===== src/rgb2hsv_pkg.sv =====
// ============================================================================
// RGB to HSV conversion package
// Shared widths, constants, payload types and the divider step used by the
// hexcone RGB to HSV converter.
// ============================================================================
package rgb2hsv_pkg;

  localparam int CHANNEL_BITS = 8;
  localparam int HUE_W        = 12;
  localparam int SAT_W        = 8;
  localparam int BRIGHT_W     = 8;

  // The quotient never reaches 4096, so both dividers resolve HUE_W bits.
  localparam int QUO_W      = HUE_W;
  localparam int DEN_W      = CHANNEL_BITS + 1;
  localparam int DIV_W      = CHANNEL_BITS + 13;
  localparam int HN_W       = DIV_W + 1;
  localparam int DIV_STAGES = QUO_W;
  localparam int LATENCY    = DIV_STAGES + 4;

  localparam int HUE_FULL   = 3600;
  localparam int HUE_SIXTH  = 600;
  localparam int SAT_SCALE  = 510;

  typedef enum logic [1:0] {
    SECT_RED,
    SECT_GREEN,
    SECT_BLUE
  } sector_t;

  typedef struct packed {
    logic [CHANNEL_BITS-1:0] red;
    logic [CHANNEL_BITS-1:0] green;
    logic [CHANNEL_BITS-1:0] blue;
  } pixel_t;

  typedef struct packed {
    logic [HUE_W-1:0]    hue;
    logic [SAT_W-1:0]    saturation;
    logic [BRIGHT_W-1:0] brightness;
  } hsv_t;

  typedef struct packed {
    logic [DIV_W-1:0] rem;
    logic [DEN_W-1:0] den;
    logic [QUO_W-1:0] quo;
  } div_lane_t;

  typedef struct packed {
    logic                valid;
    div_lane_t           hue;
    div_lane_t           sat;
    logic [BRIGHT_W-1:0] bright;
    logic                grey;
    logic                black;
  } div_stage_t;

  // One restoring division step: resolves the quotient bit of weight 2**bitpos
  // and shifts it into the quotient from the right.
  function automatic div_lane_t div_step(input div_lane_t lane, input int unsigned bitpos);
    logic [DIV_W-1:0] shifted;
    div_lane_t        res;
    begin
      shifted = DIV_W'(lane.den) << bitpos;
      res     = lane;
      if (lane.rem >= shifted) begin
        res.rem = lane.rem - shifted;
        res.quo = {lane.quo[QUO_W-2:0], 1'b1};
      end else begin
        res.quo = {lane.quo[QUO_W-2:0], 1'b0};
      end
      return res;
    end
  endfunction

endpackage


===== src/rgb_to_hsv_convert_top.sv =====
// ============================================================================
// RGB to HSV converter, hexcone model
// Converts one pixel of three channels to hue in tenths of a degree,
// saturation and value, through a fully pipelined datapath.
// ----------------------------------------------------------------------------
// Usage: drive pixel and raise start; a pixel is taken at every rising edge
// at which start is high and busy is low. busy stays low, so one pixel can be
// taken in every cycle.
// Each result is presented on result for exactly one cycle with done high.
// The result of a pixel passes through three front stages (extremes,
// products, numerators), twelve divider stages that each resolve one
// quotient bit for hue and saturation together, and one output register.
// Throughput is one pixel per clock.
// Results leave in the order the pixels came in.
// Reset clears every valid bit, so pixels in flight are dropped and no done
// strobe follows reset until new pixels are taken. The receiver cannot hold
// results off; there is no stall path.
// ============================================================================
module rgb_to_hsv_convert_top (
  input  logic                clk,
  input  logic                rst,
  input  logic                start,
  output logic                busy,
  input  rgb2hsv_pkg::pixel_t pixel,
  output logic                done,
  output rgb2hsv_pkg::hsv_t   result
);

  import rgb2hsv_pkg::*;

  typedef struct packed {
    logic                    valid;
    logic [CHANNEL_BITS-1:0] mx;
    logic [CHANNEL_BITS-1:0] delta;
    sector_t                 sect;
    logic signed [CHANNEL_BITS:0] diff;
  } front_t;

  typedef struct packed {
    logic                    valid;
    logic [CHANNEL_BITS-1:0] mx;
    logic [CHANNEL_BITS-1:0] delta;
    logic [DIV_W-1:0]        sat_num;
    logic signed [HN_W-1:0]  hue_n;
  } prod_t;

  localparam logic signed [HN_W-1:0] HUE_SIXTH_S = HN_W'(HUE_SIXTH);
  localparam logic signed [HN_W-1:0] HUE_FULL_S  = HN_W'(HUE_FULL);
  localparam logic [DIV_W-1:0]       SAT_SCALE_U = DIV_W'(SAT_SCALE);
  localparam logic [HUE_W-1:0]       HUE_FULL_U  = HUE_W'(HUE_FULL);

  front_t     front;
  front_t     front_next;
  prod_t      prod;
  prod_t      prod_next;
  div_stage_t pipe [DIV_STAGES+1];
  div_stage_t pipe0_next;
  hsv_t       result_next;

  logic                    accept;
  logic [CHANNEL_BITS-1:0] mx;
  logic [CHANNEL_BITS-1:0] mn;

  logic signed [HN_W-1:0] delta_s;
  logic signed [HN_W-1:0] diff_s;
  logic signed [HN_W-1:0] off_s;
  logic signed [HN_W-1:0] hue_pos;
  logic signed [HN_W-1:0] hue_num;
  logic [HUE_W-1:0]       hue_quo;

  assign busy   = 1'b0;
  assign accept = start && !busy;

  // Stage one: extremes, delta, sector and channel difference.
  always_comb begin
    mx = pixel.red;
    if (pixel.green > mx) mx = pixel.green;
    if (pixel.blue > mx) mx = pixel.blue;
    mn = pixel.red;
    if (pixel.green < mn) mn = pixel.green;
    if (pixel.blue < mn) mn = pixel.blue;

    front_next.valid = accept;
    front_next.mx    = mx;
    front_next.delta = mx - mn;
    priority if (mx == pixel.red) begin
      front_next.sect = SECT_RED;
      front_next.diff = signed'({1'b0, pixel.green}) - signed'({1'b0, pixel.blue});
    end else if (mx == pixel.green) begin
      front_next.sect = SECT_GREEN;
      front_next.diff = signed'({1'b0, pixel.blue}) - signed'({1'b0, pixel.red});
    end else begin
      front_next.sect = SECT_BLUE;
      front_next.diff = signed'({1'b0, pixel.red}) - signed'({1'b0, pixel.green});
    end
  end

  // Stage two: scaled numerators for saturation and hue.
  always_comb begin
    delta_s = signed'(HN_W'(front.delta));
    diff_s  = HN_W'(front.diff);
    unique case (front.sect)
      SECT_RED:   off_s = '0;
      SECT_GREEN: off_s = HUE_SIXTH_S * HN_W'(2);
      SECT_BLUE:  off_s = HUE_SIXTH_S * HN_W'(4);
      default:    off_s = '0;
    endcase

    prod_next.valid   = front.valid;
    prod_next.mx      = front.mx;
    prod_next.delta   = front.delta;
    prod_next.sat_num = SAT_SCALE_U * DIV_W'(front.delta) + DIV_W'(front.mx);
    prod_next.hue_n   = off_s * delta_s + HUE_SIXTH_S * diff_s;
  end

  // Stage three: fold negative hue into range and add the rounding term.
  always_comb begin
    if (prod.hue_n < 0) begin
      hue_pos = prod.hue_n + HUE_FULL_S * signed'(HN_W'(prod.delta));
    end else begin
      hue_pos = prod.hue_n;
    end
    hue_num = (hue_pos <<< 1) + signed'(HN_W'(prod.delta));

    pipe0_next.valid   = prod.valid;
    pipe0_next.hue.rem = hue_num[DIV_W-1:0];
    pipe0_next.hue.den = {prod.delta, 1'b0};
    pipe0_next.hue.quo = '0;
    pipe0_next.sat.rem = prod.sat_num;
    pipe0_next.sat.den = {prod.mx, 1'b0};
    pipe0_next.sat.quo = '0;
    pipe0_next.bright  = BRIGHT_W'(prod.mx);
    pipe0_next.grey    = (prod.delta == '0);
    pipe0_next.black   = (prod.mx == '0);
  end

  always_ff @(posedge clk) begin
    if (rst) begin
      front.valid    <= 1'b0;
      prod.valid     <= 1'b0;
      pipe[0].valid  <= 1'b0;
    end else begin
      front.valid    <= front_next.valid;
      prod.valid     <= prod_next.valid;
      pipe[0].valid  <= pipe0_next.valid;
    end
    front.mx      <= front_next.mx;
    front.delta   <= front_next.delta;
    front.sect    <= front_next.sect;
    front.diff    <= front_next.diff;
    prod.mx       <= prod_next.mx;
    prod.delta    <= prod_next.delta;
    prod.sat_num  <= prod_next.sat_num;
    prod.hue_n    <= prod_next.hue_n;
    pipe[0].hue    <= pipe0_next.hue;
    pipe[0].sat    <= pipe0_next.sat;
    pipe[0].bright <= pipe0_next.bright;
    pipe[0].grey   <= pipe0_next.grey;
    pipe[0].black  <= pipe0_next.black;
  end

  // Divider stages: each resolves one quotient bit, most significant first.
  for (genvar k = 0; k < DIV_STAGES; k++) begin : g_div
    always_ff @(posedge clk) begin
      if (rst) begin
        pipe[k+1].valid <= 1'b0;
      end else begin
        pipe[k+1].valid <= pipe[k].valid;
      end
      pipe[k+1].hue    <= div_step(pipe[k].hue, DIV_STAGES - 1 - k);
      pipe[k+1].sat    <= div_step(pipe[k].sat, DIV_STAGES - 1 - k);
      pipe[k+1].bright <= pipe[k].bright;
      pipe[k+1].grey   <= pipe[k].grey;
      pipe[k+1].black  <= pipe[k].black;
    end
  end

  // Output stage: wrap a full circle to zero and apply the grey and black cases.
  always_comb begin
    hue_quo = pipe[DIV_STAGES].hue.quo;
    if (pipe[DIV_STAGES].grey) begin
      result_next.hue = '0;
    end else if (hue_quo >= HUE_FULL_U) begin
      result_next.hue = hue_quo - HUE_FULL_U;
    end else begin
      result_next.hue = hue_quo;
    end
    if (pipe[DIV_STAGES].black) begin
      result_next.saturation = '0;
    end else begin
      result_next.saturation = pipe[DIV_STAGES].sat.quo[SAT_W-1:0];
    end
    result_next.brightness = pipe[DIV_STAGES].bright;
  end

  always_ff @(posedge clk) begin
    if (rst) begin
      done <= 1'b0;
    end else begin
      done <= pipe[DIV_STAGES].valid;
    end
    result <= result_next;
  end

  a_latency : assert property (@(posedge clk) disable iff (rst)
    accept |-> ##LATENCY done)
    else $error("A taken pixel produced no result after the pipeline latency.");

  a_no_spurious : assert property (@(posedge clk) disable iff (rst)
    done && !$past(rst, LATENCY) |-> $past(accept, LATENCY))
    else $error("A result was strobed without a matching pixel transaction.");

  a_hue_range : assert property (@(posedge clk) disable iff (rst)
    done |-> (result.hue < HUE_FULL_U))
    else $error("Hue left the range of a full circle.");

  a_black : assert property (@(posedge clk) disable iff (rst)
    done && (result.brightness == '0) |-> (result.saturation == '0) && (result.hue == '0))
    else $error("A black pixel gave non-zero hue or saturation.");

  a_grey : assert property (@(posedge clk) disable iff (rst)
    done && (result.saturation == '0) |-> (result.hue == '0))
    else $error("A grey pixel gave a non-zero hue.");

endmodule


===== config.mk =====
export PLATFORM = sky130hd
export DESIGN_NAME = rgb_to_hsv_convert_top
export DESIGN_NICKNAME = d
export VERILOG_FILES = /design/src/rgb2hsv_pkg.sv /design/src/rgb_to_hsv_convert_top.sv
export SDC_FILE = /design/constraint.sdc
export NUM_CORES = 2
export LEC_CHECK = 0
export ABC_CLOCK_PERIOD_IN_PS = 6320
export BUFFER_PORTS_ARGS = -buffer_cell sky130_fd_sc_hd__buf_2
export CORE_ASPECT_RATIO = 1.2
export CORE_MARGIN = 2
export CORE_UTILIZATION = 45
export CTS_BUF_LIST = sky130_fd_sc_hd__clkbuf_8
export DETAILED_ROUTE_END_ITERATION = 8
export GPL_TIMING_DRIVEN = 0
export PLACE_DENSITY = 0.63
export SYNTH_ARGS = -nofsm -noshare
export SYNTH_HDL_FRONTEND = slang
export SYNTH_SLANG_ARGS = --single-unit
export TNS_END_PERCENT = 1

===== constraint.sdc =====
create_clock -name clk -period 6.32 [get_ports clk]
set_input_delay 0 -clock clk [delete_from_list [all_inputs] [get_ports clk]]
set_output_delay 0 -clock clk [all_outputs]
set_load 0.005 [all_outputs]

==> results.md <==
* CTS tree: yes
* Largest net degree at the start of global routing at 17
* Post-synthesis mux area share at 0.0133
* CP max FO at 10
* Yosys top cell area share at 0.440
* GP Congestion at 0.929
* Compound-Gate Fraction of Synth Area at 0.105
* Min cycle time layout at 6.00 ns
* Highest routed layer: met4
* Final Max Slew Viols at 0
* Max_slew headroom at 0.405
* Setup TNS at 0 ns
* Synth Flop Type: dfxtp_1
* Met3 wire len at 2390 um
* Yosys warning total at 0
* Most numerous cell in the Yosys netlist: dfxtp_1
* RSZ-0062 raised after global routing: no
* Worst-skew pair later-pin latency at 0.83 ns
* First-pass GRT wire length at 131000 um
* First DRT Iteration DRCs at 929
* Clock Path Buffers at 3
* Final core occ at 0.512
* Die X at 280 um
* Top post-synthesis cells by count: dfxtp_1, inv_1, ha_1
* Crit path required time at 7.09 ns
* Max cap viols at 0
* Xor/xnor share of the synthesized area at 0.0692
* Floorplan row count at 121
* Num CTS Buffers at 141
* Distinct cells, synth at 83
* Period utilisation layout at 0.950
* NumNets Final at 5010
* Number of port buffers at 55
* Met2 wire len at 43600 um
* Setup crit start kind: primary input
* Postcts setup bufs at 0
* Share of cells above drive strength 1 at 0.0684
* Final Hold Viols at 0
* Die height at 336 um
* Yosys reg bits at 906
* Crit path capture type: flip-flop
* Simple-Gate Fraction of Synth Area at 0.129
* Outcome: finished, final reports clean
* Finish-stage setup viols at 0
* Met1 WL at 28800 um
* WL/cell at 13.7 um
* Post-synthesis async set-or-reset flop share at 0
* Worst slew pin tran at 0.886 ns
* Gr usage total at 0.171
* Clock Pin Slew Worst Setup and Hold Paths at 0.05 ns
* Placed wire-length estimate at 62000 um
* Largest family of logic cells by synthesized area: adder cells
* Die area at 94000 um2
* Syn Area/Cell at 9.84 um2
* Area growth, synth to finish at 12.6%
* Drt first pass iters at 5
* Initial antenna violation count at 1
* Vias/cell at 4.93
* Yosys top cell by area: dfxtp_1
* Gate Count Post-Synth at 4189
* Via Count at 28124
* Clock Skew at 0.0549 ns
* IO Pins at 57
* Net Count, Synth at 4756
* Max Clk Rate at 0.167 GHz
* Drt drc at 0
* Post-synth EDFFs at 0
* Initial core utilization at 0.454
* Final wirelength at 78400 um
* Sequential share of the synthesized area at 0.440
* Crit path kind: in2reg
* # clock sinks at 906
* Synth area leaders: dfxtp_1, ha_1, fa_1
* CP Data Arrival Time at 6.77 ns
* Number of global-route vias before repair at 28940
* Worst hold path class: in2reg
* Clock Tree Root: clkbuf_8
* Post-Syn Area at 41200 um2
* H-tree lvl count at 4
* Antenna-violating nets left at 0
* Core box area at 90700 um2
* Congestion Overflow GR at 0
* Synth Area in Adders at 0.185
area by class of cell:
| class | instances | area [um2] |
|---|---|---|
| fill | 8236 | 44300 |
| buffer | 49 | 211 |
| tap | 1168 | 1460 |
| timing repair buffer | 111 | 836 |
| clock buffer | 172 | 2370 |
| multi-input combinational | 2647 | 20700 |
| antenna | 1 | 2.50 |
| inverter | 587 | 2200 |
| sequential | 906 | 18100 |
| clock inverter | 63 | 509 |
kinds of logic (layout without fill, tap and decap cells):
| logic type | after synthesis | after routing |
|---|---|---|
| flops | 906 | 906 |
| simple gates | 1029 | 1029 |
| buf+inv | 636 | 982 |
| mux | 52 | 52 |
| fa+ha+maj | 540 | 540 |
| compound gates | 701 | 701 |
| xor+xnor | 324 | 324 |
| other cells | 1 | 2 |
sequential cells by signal, indices dropped and copies added (netlist names):
register,flops
pipe,797
pipe0_next,34
result,28
prod,18
front,11
diff_s,9
delta_s,8
done,1
path summary, 6_finish.rpt:
path / startpoint / end / slack (ns) / cells after the start
min reg2reg: front[19] / pipe0_next[31] / 0.30 / 0
max reg2reg: front[9] / prod[18] / 0.59 / 20
min: pixel[9] / front[9] / 0.17 / 7
max: pixel[15] / diff_s[4] / 0.32 / 24
layer usage:
metal | vias to the layer above | GRT usage
li1 | 14538 | -
met1 | 12923 | 0.157
met2 | 432 | 0.347
met3 | 231 | 0.0317
met4 | 0 | 0.0936
met5 | - | 0
worst max-delay path, cell delays in order:
cell	delay [ns]
dlygate4sd3_1	0.52
buf_2	0.21
inv_1	0.10
ha_1	0.46
and3_1	0.34
o211ai_2	0.23
nand2_1	0.18
clkbuf_1	0.40
nor2_1	0.07
a21oi_1	0.23
ha_1	0.28
nand3_1	0.13
nor2_1	0.07
a32oi_2	0.39
nand2_1	0.18
clkbuf_1	0.27
a21oi_1	0.42
xnor2_1	0.16
o21ai_0	0.11
nor4_1	0.27
dlygate4sd3_1	0.66
buf_2	0.30
mux2i_1	0.22
dlygate4sd3_1	0.55
placed cells by master (no fill, tap or decap), drive strengths merged, types with 7 or more instances in the layout:
| master | instances |
|---|---|
| nand2 | 202 |
| mux2i | 36 |
| nor2 | 266 |
| dlygate4sd3 | 56 |
| a211oi | 11 |
| and3 | 16 |
| xnor2 | 199 |
| nor3 | 95 |
| nor4 | 54 |
| a21o | 71 |
| clkbuf | 211 |
| nand4 | 44 |
| nand4b | 7 |
| a21oi | 239 |
| o21bai | 13 |
| nand3 | 55 |
| and2 | 23 |
| o31ai | 35 |
| nor2b | 97 |
| a31oi | 9 |
| buf | 65 |
| a21boi | 46 |
| nand2b | 59 |
| or3 | 25 |
| fa | 117 |
| mux2 | 16 |
| a221oi | 8 |
| clkinv | 13 |
| dfxtp | 906 |
| xor2 | 124 |
| or4 | 18 |
| nand3b | 19 |
| o211ai | 7 |
| a2111oi | 9 |
| o21a | 21 |
| nor4b | 16 |
| o21ai | 190 |
| ha | 423 |
| inv | 633 |
what timing repair did:
action	in CTS	in global routing
setup endpoints to repair	0	8
resized for setup	0	2
hold buffers	56	0
hold endpoints to repair	42	0
stage by stage:
stage | hold WS [ns] | area [um2] | instances | worst slack [ns]
after floorplan | 0.0716 | 41200 | 4189 | 1.01
after global placement | 0.231 | 42900 | 5412 | 0.430
after detailed placement | 0.218 | 42900 | 5412 | 0.347
after CTS | 0.0480 | 46400 | 5703 | 0.335
after global routing | 0.145 | 46400 | 5704 | 0.109
final | 0.170 | 46400 | 5704 | 0.315
Power is not shown: default switching activity piles up to over one toggle a cycle in this logic, so the estimate is an artifact.
